===== src/rtl/assert_macros.svh =====
// ----------------------------------------------------------------------------
// Assertion macros
// Shared concurrent assertion forms for the RTL of the PCM stream parser.
// ----------------------------------------------------------------------------
`ifndef ASSERT_MACROS_SVH
`define ASSERT_MACROS_SVH

// The consequent must hold in the same cycle as the antecedent.
`define ASSERT_IMPL(label, clk, rst_n, ante, cons) \
    label: assert property (@(posedge clk) disable iff (!(rst_n)) (ante) |-> (cons)) \
        else $error("assertion failed");

// The consequent must hold in the cycle after the antecedent.
`define ASSERT_NEXT(label, clk, rst_n, ante, cons) \
    label: assert property (@(posedge clk) disable iff (!(rst_n)) (ante) |=> (cons)) \
        else $error("assertion failed");

`endif


===== src/rtl/wpsp_pkg.sv =====
// ----------------------------------------------------------------------------
// wpsp_pkg
// Constants and codes shared by the PCM stream parser modules.
// ----------------------------------------------------------------------------
package wpsp_pkg;

    localparam int DIVIDEND_W = 32;
    localparam int DIVISOR_W  = 18;

    localparam logic [1:0] KIND_REPORT = 2'd0;
    localparam logic [1:0] KIND_SAMPLE = 2'd1;
    localparam logic [1:0] KIND_ERROR  = 2'd2;

    localparam logic [1:0] ERR_SHORT  = 2'd0;
    localparam logic [1:0] ERR_SIZE   = 2'd1;
    localparam logic [1:0] ERR_FORMAT = 2'd2;
    localparam logic [1:0] ERR_BITS   = 2'd3;

    localparam logic [31:0] DATA_ID      = 32'h6461_7461;
    localparam logic [31:0] HEADER_BYTES = 32'd36;
    localparam logic [31:0] RIFF_PREFIX  = 32'd8;
    localparam logic [15:0] PCM_FORMAT   = 16'd1;
    localparam logic [15:0] BITS_16      = 16'd16;
    localparam logic [15:0] BITS_24      = 16'd24;

endpackage


===== src/rtl/wpsp_in_if.sv =====
// ----------------------------------------------------------------------------
// wpsp_in_if
// Byte channel into the parser: one file byte and a start-of-file mark.
// ----------------------------------------------------------------------------
interface wpsp_in_if;

    logic       valid;
    logic       ready;
    logic [7:0] data_byte;
    logic       file_start;

    modport source (output valid, output data_byte, output file_start, input ready);
    modport sink   (input valid, input data_byte, input file_start, output ready);

endinterface


===== src/rtl/wpsp_out_if.sv =====
// ----------------------------------------------------------------------------
// wpsp_out_if
// Result channel of the parser: format report, sample or error word.
// ----------------------------------------------------------------------------
interface wpsp_out_if;

    logic               valid;
    logic               ready;
    logic [1:0]         kind;
    logic signed [23:0] sample_value;
    logic [15:0]        channel_count;
    logic [31:0]        sample_rate;
    logic [31:0]        byte_rate;
    logic [15:0]        block_align;
    logic [15:0]        bits_per_sample;
    logic [31:0]        frame_count;
    logic               last_sample;
    logic [1:0]         error_code;

    modport source (
        output valid, output kind, output sample_value, output channel_count,
        output sample_rate, output byte_rate, output block_align,
        output bits_per_sample, output frame_count, output last_sample,
        output error_code, input ready
    );
    modport sink (
        input valid, input kind, input sample_value, input channel_count,
        input sample_rate, input byte_rate, input block_align,
        input bits_per_sample, input frame_count, input last_sample,
        input error_code, output ready
    );

endinterface


===== src/rtl/wpsp_div.sv =====
// ----------------------------------------------------------------------------
// wpsp_div
// Restoring divider, one quotient bit per cycle.
// ----------------------------------------------------------------------------
`include "assert_macros.svh"

module wpsp_div (
    input  logic                                i_clk,
    input  logic                                i_rst_n,
    input  logic                                i_start,
    input  logic [wpsp_pkg::DIVIDEND_W-1:0]     i_dividend,
    input  logic [wpsp_pkg::DIVISOR_W-1:0]      i_divisor,
    output logic                                o_done,
    output logic [wpsp_pkg::DIVIDEND_W-1:0]     o_quotient
);

    localparam int QW  = wpsp_pkg::DIVIDEND_W;
    localparam int DW  = wpsp_pkg::DIVISOR_W;
    localparam int CW  = $clog2(QW);

    typedef enum logic [1:0] {ST_IDLE, ST_RUN, ST_DONE} t_state;

    t_state          r_state;
    logic [CW-1:0]   r_count;
    logic [QW-1:0]   r_quot;
    logic [DW-1:0]   r_rem;
    logic [DW-1:0]   r_div;

    logic [DW:0]     w_trial;
    logic [DW:0]     w_diff;
    logic            w_ge;

    assign w_trial = {r_rem, r_quot[QW-1]};
    assign w_ge    = w_trial >= {1'b0, r_div};
    assign w_diff  = w_trial - {1'b0, r_div};

    always_ff @(posedge i_clk) begin
        if (!i_rst_n) begin
            r_state <= ST_IDLE;
            r_count <= '0;
        end else begin
            unique case (r_state)
                ST_IDLE: begin
                    if (i_start) begin
                        r_quot  <= i_dividend;
                        r_rem   <= '0;
                        r_div   <= i_divisor;
                        r_count <= CW'(QW - 1);
                        r_state <= ST_RUN;
                    end
                end
                ST_RUN: begin
                    r_rem   <= w_ge ? w_diff[DW-1:0] : w_trial[DW-1:0];
                    r_quot  <= {r_quot[QW-2:0], w_ge};
                    r_count <= r_count - 1'b1;
                    if (r_count == '0) begin
                        r_state <= ST_DONE;
                    end
                end
                ST_DONE: begin
                    r_state <= ST_IDLE;
                end
                default: begin
                    r_state <= ST_IDLE;
                end
            endcase
        end
    end

    assign o_done     = (r_state == ST_DONE);
    assign o_quotient = r_quot;

    `ASSERT_IMPL(a_start_when_idle, i_clk, i_rst_n, i_start, r_state == ST_IDLE)
    `ASSERT_IMPL(a_rem_below_div, i_clk, i_rst_n, r_state == ST_RUN, r_rem < r_div)

endmodule


===== src/rtl/wpsp_scale.sv =====
// ----------------------------------------------------------------------------
// wpsp_scale
// Scales a 16-bit sample to Q1.23 by 2^23/32767 with rounding and saturation.
// ----------------------------------------------------------------------------
module wpsp_scale (
    input  logic [15:0]        i_raw,
    output logic signed [23:0] o_q
);

    localparam logic [16:0] HALF_DEN = 17'd32767;
    localparam logic [16:0] FULL_DEN = 17'd65534;
    localparam logic [24:0] Q_MAX    = 25'd8388607;
    localparam logic [24:0] Q_ONE    = 25'd8388608;

    logic        w_neg;
    logic [15:0] w_mag;
    logic [8:0]  w_k;
    logic [6:0]  w_m;
    logic [16:0] w_t;
    logic        w_round;
    logic [8:0]  w_r;
    logic [24:0] w_q;
    logic [24:0] w_negq;

    // With a = 128k + m, round(256a / 32767) is k plus one when the leftover
    // reaches half the denominator.
    assign w_neg   = i_raw[15];
    assign w_mag   = w_neg ? (~i_raw + 16'd1) : i_raw;
    assign w_k     = w_mag[15:7];
    assign w_m     = w_mag[6:0];
    assign w_t     = {7'd0, w_k, 1'b0} + {1'b0, w_m, 9'd0} + HALF_DEN;
    assign w_round = w_t >= FULL_DEN;
    assign w_r     = w_k + {8'd0, w_round};
    assign w_q     = {1'b0, w_mag, 8'd0} + {16'd0, w_r};
    assign w_negq  = 25'd0 - w_q;

    always_comb begin
        if (!w_neg) begin
            o_q = (w_q > Q_MAX) ? 24'sh7F_FFFF : $signed(w_q[23:0]);
        end else begin
            o_q = (w_q >= Q_ONE) ? 24'sh80_0000 : $signed(w_negq[23:0]);
        end
    end

endmodule


===== src/rtl/wave_pcm_stream_parser_unit.sv =====
// ----------------------------------------------------------------------------
// wave_pcm_stream_parser_unit
// Byte-serial WAVE PCM parser. It takes one file byte per cycle through the
// header, format and chunk-skip phases and through the sample data, giving a
// result word for each finished sample, the format report and any error.
// When the data chunk header completes, the frame count is worked out by a
// bit-serial divider; the input is held off through its 32 steps, the multiply
// and the report, once per file. Each word is held in an output register;
// the next byte is taken in the cycle that register is free or being emptied.
// ----------------------------------------------------------------------------
`include "assert_macros.svh"

module wave_pcm_stream_parser_unit (
    input  logic         i_clk,
    input  logic         i_rst_n,
    input  logic         i_cfg_wr_en,
    input  logic [31:0]  i_cfg_wr_data,
    wpsp_in_if.sink      i_in,
    wpsp_out_if.source   o_out
);

    typedef enum logic [3:0] {
        PH_IDLE, PH_HEAD, PH_FMT, PH_CID, PH_CSIZE, PH_SKIP,
        PH_SAMP, PH_HALT, PH_DIV, PH_MUL, PH_RPT
    } t_phase;

    typedef struct packed {
        logic [1:0]         kind;
        logic signed [23:0] sample_value;
        logic [15:0]        channel_count;
        logic [31:0]        sample_rate;
        logic [31:0]        byte_rate;
        logic [15:0]        block_align;
        logic [15:0]        bits_per_sample;
        logic [31:0]        frame_count;
        logic               last_sample;
        logic [1:0]         error_code;
    } t_result;

    t_phase        r_phase,      n_phase;
    logic [4:0]    r_pos,        n_pos;
    logic [31:0]   r_file_length;
    logic [31:0]   r_shift,      n_shift;
    logic [31:0]   r_cid,        n_cid;
    logic [31:0]   r_skip,       n_skip;
    logic [31:0]   r_samples,    n_samples;
    logic [15:0]   r_channels,   n_channels;
    logic [31:0]   r_rate,       n_rate;
    logic [31:0]   r_byte_rate,  n_byte_rate;
    logic [15:0]   r_align,      n_align;
    logic [15:0]   r_bits,       n_bits;
    logic [23:0]   r_asm,        n_asm;
    logic [31:0]   r_frames,     n_frames;
    logic          r_out_valid,  n_out_valid;
    t_result       r_res,        n_res;

    logic          w_accept;
    logic          w_busy;
    logic          w_too_short;
    t_phase        w_ph;
    logic [4:0]    w_p;
    logic [31:0]   w_shift_in;
    logic [23:0]   w_asm_in;
    logic          w_wide;
    logic [17:0]   w_frame_bytes;
    logic          w_div_start;
    logic          w_div_done;
    logic [31:0]   w_quot;
    logic [47:0]   w_prod;
    logic signed [23:0] w_scaled;

    assign w_busy      = (r_phase == PH_DIV) || (r_phase == PH_MUL) || (r_phase == PH_RPT);
    assign i_in.ready  = !w_busy && (!r_out_valid || o_out.ready);
    assign w_accept    = i_in.valid && i_in.ready;
    assign w_too_short = r_file_length <= wpsp_pkg::HEADER_BYTES;
    assign w_ph        = i_in.file_start ? PH_HEAD : r_phase;
    assign w_p         = i_in.file_start ? 5'd0 : r_pos;
    assign w_shift_in  = {i_in.data_byte, r_shift[31:8]};
    assign w_asm_in    = {i_in.data_byte, r_asm[23:8]};
    assign w_wide      = (r_bits == wpsp_pkg::BITS_24);
    assign w_frame_bytes = {1'b0, r_channels, 1'b0} + (w_wide ? {2'b0, r_channels} : 18'd0);
    assign w_prod      = r_frames * r_channels;

    wpsp_div u_div (
        .i_clk      (i_clk),
        .i_rst_n    (i_rst_n),
        .i_start    (w_div_start),
        .i_dividend (w_shift_in),
        .i_divisor  (w_frame_bytes),
        .o_done     (w_div_done),
        .o_quotient (w_quot)
    );

    wpsp_scale u_scale (
        .i_raw (w_asm_in[23:8]),
        .o_q   (w_scaled)
    );

    always_comb begin
        n_phase     = r_phase;
        n_pos       = r_pos;
        n_shift     = r_shift;
        n_cid       = r_cid;
        n_skip      = r_skip;
        n_samples   = r_samples;
        n_channels  = r_channels;
        n_rate      = r_rate;
        n_byte_rate = r_byte_rate;
        n_align     = r_align;
        n_bits      = r_bits;
        n_asm       = r_asm;
        n_frames    = r_frames;
        n_out_valid = r_out_valid && !o_out.ready;
        n_res       = r_res;
        w_div_start = 1'b0;

        if (w_accept) begin
            if (i_in.file_start && w_too_short) begin
                n_res            = '0;
                n_res.kind       = wpsp_pkg::KIND_ERROR;
                n_res.error_code = wpsp_pkg::ERR_SHORT;
                n_out_valid      = 1'b1;
                n_phase          = PH_HALT;
                n_pos            = 5'd0;
            end else begin
                n_phase = w_ph;
                n_pos   = w_p;
                case (w_ph)
                    PH_HEAD: begin
                        n_shift = w_shift_in;
                        if (w_p == 5'd7 &&
                            w_shift_in != r_file_length - wpsp_pkg::RIFF_PREFIX) begin
                            n_res            = '0;
                            n_res.kind       = wpsp_pkg::KIND_ERROR;
                            n_res.error_code = wpsp_pkg::ERR_SIZE;
                            n_out_valid      = 1'b1;
                            n_phase          = PH_HALT;
                        end else if (w_p >= 5'd11) begin
                            n_phase = PH_FMT;
                            n_pos   = 5'd0;
                        end else begin
                            n_pos = w_p + 5'd1;
                        end
                    end
                    PH_FMT: begin
                        n_shift = w_shift_in;
                        n_pos   = w_p + 5'd1;
                        if (w_p == 5'd11) n_channels  = w_shift_in[31:16];
                        if (w_p == 5'd15) n_rate      = w_shift_in;
                        if (w_p == 5'd19) n_byte_rate = w_shift_in;
                        if (w_p == 5'd21) n_align     = w_shift_in[31:16];
                        if (w_p == 5'd9 && w_shift_in[31:16] != wpsp_pkg::PCM_FORMAT) begin
                            n_res            = '0;
                            n_res.kind       = wpsp_pkg::KIND_ERROR;
                            n_res.error_code = wpsp_pkg::ERR_FORMAT;
                            n_out_valid      = 1'b1;
                            n_phase          = PH_HALT;
                        end else if (w_p >= 5'd23) begin
                            n_bits = w_shift_in[31:16];
                            n_pos  = 5'd0;
                            if ((w_shift_in[31:16] != wpsp_pkg::BITS_16 &&
                                 w_shift_in[31:16] != wpsp_pkg::BITS_24) ||
                                r_channels == 16'd0) begin
                                n_res            = '0;
                                n_res.kind       = wpsp_pkg::KIND_ERROR;
                                n_res.error_code = wpsp_pkg::ERR_BITS;
                                n_out_valid      = 1'b1;
                                n_phase          = PH_HALT;
                            end else begin
                                n_phase = PH_CID;
                            end
                        end
                    end
                    PH_CID: begin
                        n_cid = {r_cid[23:0], i_in.data_byte};
                        if (w_p >= 5'd3) begin
                            n_phase = PH_CSIZE;
                            n_pos   = 5'd0;
                        end else begin
                            n_pos = w_p + 5'd1;
                        end
                    end
                    PH_CSIZE: begin
                        n_shift = w_shift_in;
                        if (w_p < 5'd3) begin
                            n_pos = w_p + 5'd1;
                        end else begin
                            n_pos = 5'd0;
                            if (r_cid == wpsp_pkg::DATA_ID) begin
                                w_div_start = 1'b1;
                                n_phase     = PH_DIV;
                            end else begin
                                n_skip  = w_shift_in;
                                n_phase = (w_shift_in != 32'd0) ? PH_SKIP : PH_CID;
                            end
                        end
                    end
                    PH_SKIP: begin
                        n_skip = r_skip - 32'd1;
                        if (r_skip == 32'd1) begin
                            n_phase = PH_CID;
                            n_pos   = 5'd0;
                        end
                    end
                    PH_SAMP: begin
                        n_asm = w_asm_in;
                        if ((w_wide && w_p < 5'd2) || (!w_wide && w_p < 5'd1)) begin
                            n_pos = w_p + 5'd1;
                        end else begin
                            n_pos              = 5'd0;
                            n_samples          = r_samples - 32'd1;
                            n_res              = '0;
                            n_res.kind         = wpsp_pkg::KIND_SAMPLE;
                            n_res.sample_value = w_wide ? $signed(w_asm_in) : w_scaled;
                            n_res.last_sample  = (r_samples == 32'd1);
                            n_out_valid        = 1'b1;
                            if (r_samples == 32'd1) n_phase = PH_HALT;
                        end
                    end
                    default: begin
                        n_phase = w_ph;
                    end
                endcase
            end
        end else begin
            case (r_phase)
                PH_DIV: begin
                    if (w_div_done) begin
                        n_frames = w_quot;
                        n_phase  = PH_MUL;
                    end
                end
                PH_MUL: begin
                    n_samples = w_prod[31:0];
                    n_phase   = PH_RPT;
                end
                PH_RPT: begin
                    if (!r_out_valid || o_out.ready) begin
                        n_res                 = '0;
                        n_res.kind            = wpsp_pkg::KIND_REPORT;
                        n_res.channel_count   = r_channels;
                        n_res.sample_rate     = r_rate;
                        n_res.byte_rate       = r_byte_rate;
                        n_res.block_align     = r_align;
                        n_res.bits_per_sample = r_bits;
                        n_res.frame_count     = r_frames;
                        n_out_valid           = 1'b1;
                        n_phase               = (r_samples != 32'd0) ? PH_SAMP : PH_HALT;
                    end
                end
                default: begin
                    n_phase = r_phase;
                end
            endcase
        end
    end

    always_ff @(posedge i_clk) begin
        if (!i_rst_n) begin
            r_phase       <= PH_IDLE;
            r_pos         <= 5'd0;
            r_out_valid   <= 1'b0;
            r_file_length <= 32'd0;
        end else begin
            r_phase     <= n_phase;
            r_pos       <= n_pos;
            r_out_valid <= n_out_valid;
            r_shift     <= n_shift;
            r_cid       <= n_cid;
            r_skip      <= n_skip;
            r_samples   <= n_samples;
            r_channels  <= n_channels;
            r_rate      <= n_rate;
            r_byte_rate <= n_byte_rate;
            r_align     <= n_align;
            r_bits      <= n_bits;
            r_asm       <= n_asm;
            r_frames    <= n_frames;
            r_res       <= n_res;
            if (i_cfg_wr_en) begin
                r_file_length <= i_cfg_wr_data;
            end
        end
    end

    assign o_out.valid           = r_out_valid;
    assign o_out.kind            = r_res.kind;
    assign o_out.sample_value    = r_res.sample_value;
    assign o_out.channel_count   = r_res.channel_count;
    assign o_out.sample_rate     = r_res.sample_rate;
    assign o_out.byte_rate       = r_res.byte_rate;
    assign o_out.block_align     = r_res.block_align;
    assign o_out.bits_per_sample = r_res.bits_per_sample;
    assign o_out.frame_count     = r_res.frame_count;
    assign o_out.last_sample     = r_res.last_sample;
    assign o_out.error_code      = r_res.error_code;

    `ASSERT_IMPL(a_hold_off_in_divide, i_clk, i_rst_n, w_busy, !i_in.ready)
    `ASSERT_IMPL(a_report_format_ok, i_clk, i_rst_n,
        r_out_valid && r_res.kind == wpsp_pkg::KIND_REPORT,
        r_res.channel_count != 16'd0 &&
        (r_res.bits_per_sample == wpsp_pkg::BITS_16 ||
         r_res.bits_per_sample == wpsp_pkg::BITS_24))
    `ASSERT_IMPL(a_last_only_on_sample, i_clk, i_rst_n,
        r_out_valid && r_res.last_sample, r_res.kind == wpsp_pkg::KIND_SAMPLE)

endmodule


===== src/flat_wrapper.sv =====
// flat-port wrapper written by rule: the top's interface ports become plain ports
module wave_pcm_stream_parser_unit_flat 
  (i_clk, i_rst_n, i_cfg_wr_en, i_cfg_wr_data, i_in_valid, i_in_data_byte, i_in_file_start, i_in_ready, o_out_valid, o_out_kind, o_out_sample_value, o_out_channel_count, o_out_sample_rate, o_out_byte_rate, o_out_block_align, o_out_bits_per_sample, o_out_frame_count, o_out_last_sample, o_out_error_code, o_out_ready);
  wpsp_in_if i_in_i ();
  wpsp_out_if o_out_i ();
  input  logic i_clk;
  input  logic i_rst_n;
  input  logic i_cfg_wr_en;
  input  logic [31:0] i_cfg_wr_data;
  input wire logic [$bits(i_in_i.valid)-1:0] i_in_valid;
  input wire logic [$bits(i_in_i.data_byte)-1:0] i_in_data_byte;
  input wire logic [$bits(i_in_i.file_start)-1:0] i_in_file_start;
  output wire logic [$bits(i_in_i.ready)-1:0] i_in_ready;
  output wire logic [$bits(o_out_i.valid)-1:0] o_out_valid;
  output wire logic [$bits(o_out_i.kind)-1:0] o_out_kind;
  output wire logic [$bits(o_out_i.sample_value)-1:0] o_out_sample_value;
  output wire logic [$bits(o_out_i.channel_count)-1:0] o_out_channel_count;
  output wire logic [$bits(o_out_i.sample_rate)-1:0] o_out_sample_rate;
  output wire logic [$bits(o_out_i.byte_rate)-1:0] o_out_byte_rate;
  output wire logic [$bits(o_out_i.block_align)-1:0] o_out_block_align;
  output wire logic [$bits(o_out_i.bits_per_sample)-1:0] o_out_bits_per_sample;
  output wire logic [$bits(o_out_i.frame_count)-1:0] o_out_frame_count;
  output wire logic [$bits(o_out_i.last_sample)-1:0] o_out_last_sample;
  output wire logic [$bits(o_out_i.error_code)-1:0] o_out_error_code;
  input wire logic [$bits(o_out_i.ready)-1:0] o_out_ready;
  assign i_in_i.valid = i_in_valid;
  assign i_in_i.data_byte = i_in_data_byte;
  assign i_in_i.file_start = i_in_file_start;
  assign i_in_ready = i_in_i.ready;
  assign o_out_valid = o_out_i.valid;
  assign o_out_kind = o_out_i.kind;
  assign o_out_sample_value = o_out_i.sample_value;
  assign o_out_channel_count = o_out_i.channel_count;
  assign o_out_sample_rate = o_out_i.sample_rate;
  assign o_out_byte_rate = o_out_i.byte_rate;
  assign o_out_block_align = o_out_i.block_align;
  assign o_out_bits_per_sample = o_out_i.bits_per_sample;
  assign o_out_frame_count = o_out_i.frame_count;
  assign o_out_last_sample = o_out_i.last_sample;
  assign o_out_error_code = o_out_i.error_code;
  assign o_out_i.ready = o_out_ready;
  wave_pcm_stream_parser_unit u_core (.i_clk(i_clk), .i_rst_n(i_rst_n), .i_cfg_wr_en(i_cfg_wr_en), .i_cfg_wr_data(i_cfg_wr_data), .i_in(i_in_i), .o_out(o_out_i));
endmodule

===== config.mk =====
export PLATFORM = sky130hd
export DESIGN_NAME = wave_pcm_stream_parser_unit_flat
export DESIGN_NICKNAME = d
export VERILOG_FILES = /design/src/rtl/wpsp_pkg.sv /design/src/rtl/wpsp_in_if.sv /design/src/rtl/wpsp_out_if.sv /design/src/rtl/wpsp_div.sv /design/src/rtl/wpsp_scale.sv /design/src/rtl/wave_pcm_stream_parser_unit.sv /design/src/flat_wrapper.sv
export VERILOG_INCLUDE_DIRS = /design/src /design/src/rtl
export SDC_FILE = /design/constraint.sdc
export NUM_CORES = 2
export LEC_CHECK = 0
export BUFFER_PORTS_ARGS = -buffer_cell sky130_fd_sc_hd__buf_4
export CAP_MARGIN = 10
export CORE_MARGIN = 2
export CORE_UTILIZATION = 57
export CTS_CLUSTER_DIAMETER = 150
export DETAILED_ROUTE_END_ITERATION = 10
export PLACE_DENSITY = 0.78
export SLEW_MARGIN = 20
export SYNTH_ARGS = -nofsm -noshare
export SYNTH_HDL_FRONTEND = slang
export SYNTH_SLANG_ARGS = --single-unit
export TNS_END_PERCENT = 50

===== constraint.sdc =====
create_clock -name i_clk -period 18.22 [get_ports i_clk]
set_clock_uncertainty 0.1 [all_clocks]
set_input_delay 3.644 -clock i_clk [delete_from_list [all_inputs] [get_ports i_clk]]
set_output_delay 3.644 -clock i_clk [all_outputs]
set_load 0.005 [all_outputs]

# Yosys cells after proc, flatten, opt, wreduce, memory -nomap -nowiden
# Index checks and enable logic that the tools add are counted.
# classes
n_reduce_logical	47
n_lt_le_gt_ge	11
n_mul	1
n_eq_ne	39
n_addsub	13
mux	80
bitwise_logic	4
# ops
op	n
$mux W173	9
$pmux W173 S3	1
$mux W32	8
$pmux W32 S2	2
$mux W24	4
$eq A32 B1 Y1 const B	2
$reduce_bool A32 Y1	2
$sub A32 B1 Y32 const B	2
$mux W4	15
$mux W5	11
$mux W18	2
$pmux W18 S2	1
$eq A32 B31 Y1 const B	1
$le A32 B6 Y1 const B	1
$mul A32 B16 Y32	1
$mux W16	2
$ne A16 B5 Y1 const B	2
$ne A32 B32 Y1	1
$sub A32 B4 Y32 const B	1
$pmux W5 S6	1
$add A24 B9 Y25	1
$ge A25 B24 Y1 const B	1
$gt A25 B23 Y1 const B	1
$reduce_and A5 Y1	5
other kinds (55)	118
# totals
regBits	586

# Logic depth before layout (Yosys ltp)
# depth
word_depth	16
depth_mapped	34
mapped_depth_nobuf	32

# Modules after synthesis
# From an unflattened synthesis, not the netlist that was laid out.
# unflattened
cells_unflattened	3815
hier_area_um2	39994.6
# by_module_without_submodules
module	n_inst	cells_per_inst	area_per_inst_um2	seq_area_each_um2
wave_pcm_stream_parser_unit	1	2976	32686.3	14443.9
wpsp_div	1	417	4201.5	2182.1
wpsp_scale	1	422	3106.7	0.0

# Least setup slack after synthesis
# OpenSTA, ideal clock, no wires.
# synth_timing
kind	input port to flip-flop
startpoint	in i_in_file_start
endpoint	reg u_core.r_res (netlist bit u_core.o_out.bits_per_sample[0]) (enable)
stages	9
t_arrival_ps	17416
path_slack_ps	-240
n_path_buf	2
required_time_ps	17175
setup_ps	945
path_cell_list	clkbuf_1 clkbuf_1 nor2b_1 ha_1 nand2_1 nor4b_1 o21ai_4 nor2b_1 o21ai_0
# synth_between
elab_chain_len	6
word_cells_on_any_way	22
cone_classes	3 x order compare; 10 x eq/ne; 2 x mux; 7 x reduce/logical
# synth_rtl
item	line	source
start, declared	flat_wrapper.sv:12	input wire logic [$bits(i_in_i.file_start)-1:0] i_in_file_start;
$mux W5	wave_pcm_stream_parser_unit.sv:77	assign w_p = i_in.file_start ? 5'd0 : r_pos;
$lt A5 B2 Y1 or $lt A5 B1 Y1 (tied branches)	wave_pcm_stream_parser_unit.sv:207	if ((w_wide && w_p < 5'd2) || (!w_wide && w_p < 5'd1)) begin
$logic_and A1 B1 Y1	wave_pcm_stream_parser_unit.sv:207	
$logic_or A1 B1 Y1	wave_pcm_stream_parser_unit.sv:207	
$ne A4 B4 Y1 (no line)	--	
$reduce_and A8 Y1 (no line) *	--	
end signal, assigned	wave_pcm_stream_parser_unit.sv:279	r_res <= n_res;
end, declared	wave_pcm_stream_parser_unit.sv:55	t_result r_res, n_res;
# Every way passes the cells marked *; elsewhere a longest branch is shown, timed or not.
# A chain may end at the register's enable or synchronous reset.

# Worst setup path after layout
# layout_timing
startpoint	in i_in_data_byte[2]
endpoint	reg u_core.r_res (netlist bit u_core.o_out.sample_value[9]) (data pin)
# layout_between
elab_chain_len	16
word_cells_on_any_way	22
cone_classes	6 x add/sub; 3 x order compare; 1 x eq/ne; 10 x mux; 1 x bitwise; 1 x reduce/logical
# layout_rtl
item	line	source
start, declared	flat_wrapper.sv:11	input wire logic [$bits(i_in_i.data_byte)-1:0] i_in_data_byte;
$not A16 Y16	wpsp_scale.sv:28	assign w_mag = w_neg ? (~i_raw + 16'd1) : i_raw;
$add A16 B1 Y16	wpsp_scale.sv:28	
$mux W16	wpsp_scale.sv:28	
$add A10 B16 Y17	wpsp_scale.sv:31	assign w_t = {7'd0, w_k, 1'b0} + {1'b0, w_m, 9'd0} + HALF_DEN;
$add A17 B15 Y17	wpsp_scale.sv:31	
$ge A17 B16 Y1	wpsp_scale.sv:32	assign w_round = w_t >= FULL_DEN;
$add A9 B1 Y9	wpsp_scale.sv:33	assign w_r = w_k + {8'd0, w_round};
$add A24 B9 Y25	wpsp_scale.sv:34	assign w_q = {1'b0, w_mag, 8'd0} + {16'd0, w_r};
$sub A1 B24 Y24, or another cell as far along	wpsp_scale.sv:35	assign w_negq = 25'd0 - w_q;
$mux W24 (on tied branches)	wpsp_scale.sv:41, wpsp_scale.sv:39	
$mux W24	wpsp_scale.sv:38	if (!w_neg) begin
$mux W24	wave_pcm_stream_parser_unit.sv:214	n_res.sample_value = w_wide ? $signed(w_asm_in) : w_scaled;
$mux W173	wave_pcm_stream_parser_unit.sv:207	
$pmux W173 S3 *	wave_pcm_stream_parser_unit.sv:128	case (w_ph)
$mux W173 *	wave_pcm_stream_parser_unit.sv:118	if (i_in.file_start && w_too_short) begin
$mux W173 *	wave_pcm_stream_parser_unit.sv:117	if (w_accept) begin
# Every way passes the cells marked *; elsewhere a longest branch is shown, timed or not. The select of a mux whose other input is x is not followed.

==> metrics.txt <==
CTS tree built; reg-to-reg critical path startpoint u_core.r_asm[17]; total wire length 104,000 um; NetSw 0.740 mW; core outline area 68,200 um^2; WHS 0.339 ns; top post-synthesis cells by area edfxtp_1, fa_1, nand2_1; total of max-cap violations 0; DR vias 28,600; Mapped Area 39,100 um^2; largest net degree at the start of global routing 100; Yosys cell types 90; Hold Crit Start u_core.u_div.o_quotient[19]; count leader, synth nand2_1; area delta synth->final 11.7%; first-pass GRT wire length 163,000 um; Fillers 5,353; Setup Fix Bufs, Post-CTS 0; Residual DRC 0; antenna violations before repair 4; Slew @ Worst Pin 1.05 ns; first-pass detailed-route iteration total 5; fin util 64.0%; post-synth net total 4,205; Final Cycle Share 64.2%; worst-path fanout max 21; clock sinks 570; Cell Int Power 2.34 mW; Final HPWL DP 71,900 um; Gate Count Post-Synth 3,714; FF-to-FF End u_core.o_out.sample_value[9]; total global-route track usage 30.0%; layout cells sized above 1 10.1%; number of global-route vias before repair 28,700; hold buffer count at CTS 0; Clock Tree Buf Depth 3; Crit. End Element flip-flop; GP Congestion 0.908; depth of the worst register-to-register path 30; switch share 24.0%; clk root buf clkbuf_16; synthesized flop and latch total 570; GRT overflow 0; max-slew violation count 0; Die Footprint 70,700 um^2; post_cts resized 0; setup_tns 0 ns; Seq/Total Area, Yosys 42.5%; Seq pwr share 49.4%; Port Buf Inserts 220; required time of the critical path 18.64 ns; RSZ-0062 raised after global routing false; Rel. slew slack 29.2%; Post-synth EDFFs 521; chip height 266 um; WP depth 28; htree depth 2; Clock Pin Slew Worst Setup and Hold Paths 0.07 ns; DR iter-0 viols 2,559; Critical Path Slowest Stage Cell or4_1; Setup Viol. Count Final 0; Yosys top cell area share 40.0%; Hold Path Depth 0; Commonest cells post-synth nand2_1, edfxtp_1, inv_1, fa_1, and2_1; Top delay family on crit path compound AO/OA/AOI/OAI gates; PD cells 70.4 nW/um^2; top_reg_cell synth edfxtp_1; status finished clean; Initial Util 57.3%; WHS Endpoint u_core.r_frames[19]; Ys Warns 0; Clk network pwr share 40.9%; dominant cell type by area after synthesis edfxtp_1; R2R setup slack 8.74 ns; number of routed nets with antenna violations 0; combinational power share 9.7%; Avg Cell Area, Syn 10.5 um^2; Ports 221; CTS Buf Count 58; ys async rst share 0%; Final #Nets 4,367; Setup Crit Path Kind primary input to flip-flop; Fmax 85.4 MHz; Skew-Pair Late Insertion Delay 0.65 ns; type of origin of the critical path primary input; Peak supply drop 0.0949 mV; DR WL/cell 21.6 um; Cell Rows 96; P_leak 17.7 nW; crit path DAT 12.12 ns; Final Hold Viols 0; Tmin final 11.71 ns; via-per-instance ratio 5.94; worst hold path type flip-flop to flip-flop; Worst path most repeated cell ha_1; biggest cell delay along the critical path 0.67 ns; Die X 266 um; CP bufs+invs 3
-- placed cells by master (no fill, tap or decap), types with 10 or more instances in the layout --
cell and count:
a211oi_1 13, a21o_1 32, a21oi_1 101, a31oi_1 19, a32o_1 10, and2_1 271
and3_1 17, buf_4 268, bufinv_16 10, clkbuf_16 58, clkinv_1 13, dfxtp_1 49
edfxtp_1 521, fa_1 307, ha_1 138, inv_1 410, mux2i_1 50, nand2_1 557
nand2b_1 33, nand3_1 65, nand4_1 23, nor2_1 170, nor2b_1 27, nor3_1 81
nor4_1 40, nor4b_1 12, o211ai_1 15, o21a_1 18, o21ai_0 125, o31ai_1 17
or3_1 22, or4_1 10, xnor2_1 142, xor2_1 69
-- per-layer routing --
| layer | part of all wire (%) | track usage (%) | vias to the layer above |
|---|---|---|---|
| met4 | 4.0 | 11.3 | 2 |
| li1 | - | - | 12800 |
| met1 | 39 | 40.2 | 14200 |
| met2 | 49 | 49.9 | 1292 |
| met3 | 8.2 | 4.53 | 271 |
| met5 | 0.012 | 0 | - |
-- final cells by class --
class	count	area [um^2]	share of cell area (%)
clock buffers	68	1500	3.43
repair buffers	268	2010	4.61
inverters	413	1550	3.55
flip-flops and latches	570	16600	38.1
well taps	882	1100	2.53
clock inverters	41	519	1.19
diodes	3	7.51	0.0172
multi-input cells	2565	20400	46.6
-- cell families (layout without fill, tap and decap cells) --
| logic type | after synthesis | in the layout | synth area share, % |
|---|---|---|---|
| buf+inv | 579 | 790 | 5.57 |
| other cells | 0 | 3 | 0 |
| flops | 570 | 570 | 42.5 |
| xor+xnor | 221 | 221 | 5.29 |
| mux | 52 | 52 | 1.34 |
| compound gates | 460 | 460 | 7.72 |
| fa+ha+maj | 446 | 446 | 20.2 |
| simple gates | 1386 | 1386 | 17.4 |
-- worst max-delay path by stage --
stage	start	to
2_1_floorplan	i_in_file_start	u_core.o_out.bits_per_sample[0]
3_3_place_gp	i_in_data_byte[2]	u_core.o_out.sample_value[9]
3_5_place_dp	i_in_data_byte[2]	u_core.o_out.sample_value[9]
4_1_cts	i_in_data_byte[2]	u_core.o_out.sample_value[9]
5_1_grt	i_in_data_byte[2]	u_core.o_out.sample_value[9]
6_report	i_in_data_byte[2]	u_core.o_out.sample_value[9]
-- power groups by stage --
stage | clock, mW | sequential (mW) | combinational [mW]
2_1_floorplan | 0 | 1.54 | 0.175
3_3_place_gp | 0 | 1.55 | 0.290
3_5_place_dp | 0 | 1.55 | 0.295
4_1_cts | 1.27 | 1.52 | 0.297
5_1_grt | 1.32 | 1.52 | 0.324
6_report | 1.26 | 1.52 | 0.298
-- worst register-to-register path: cells and delay by family (launching register included) --
kind / cells / cell delay [ns]
AO/OA/AOI/OAI: 11 / 3.44
AND/OR/NAND/NOR: 10 / 2.98
buffers and inverters: 3 / 0.46
adder cells (fa/ha/maj): 5 / 1.46
XOR/XNOR: 1 / 0.39
flip-flops: 1 / 0.54
-- flip-flops by register name, indices dropped and copies added (netlist names), 16 cells and up --
register / cells
u_core.o_out.bits_per_sample: 16
u_core.o_out.block_align: 16
u_core.o_out.byte_rate: 32
u_core.o_out.channel_count: 16
u_core.o_out.frame_count: 32
u_core.o_out.sample_rate: 32
u_core.o_out.sample_value: 24
u_core.r_align: 16
u_core.r_asm: 16
u_core.r_bits: 16
u_core.r_byte_rate: 32
u_core.r_channels: 16
u_core.r_cid: 32
u_core.r_file_length: 32
u_core.r_frames: 32
u_core.r_rate: 32
u_core.r_samples: 32
u_core.r_shift: 24
u_core.r_skip: 32
u_core.u_div.o_quotient: 32
u_core.u_div.r_div: 18
u_core.u_div.r_rem: 18
-- stage by stage --
stage          power, mW  instance area, um^2  setup slack [ns]  cells
2_1_floorplan       1.72                39100              4.42   3714
3_3_place_gp        1.84                41700              6.03   4698
3_5_place_dp        1.84                41700              5.94   4698
4_1_cts             3.09                43700              6.56   4807
5_1_grt             3.17                43700              5.88   4810
6_report            3.08                43700              6.51   4810
Note: power is estimated with default switching activity, not from simulation.
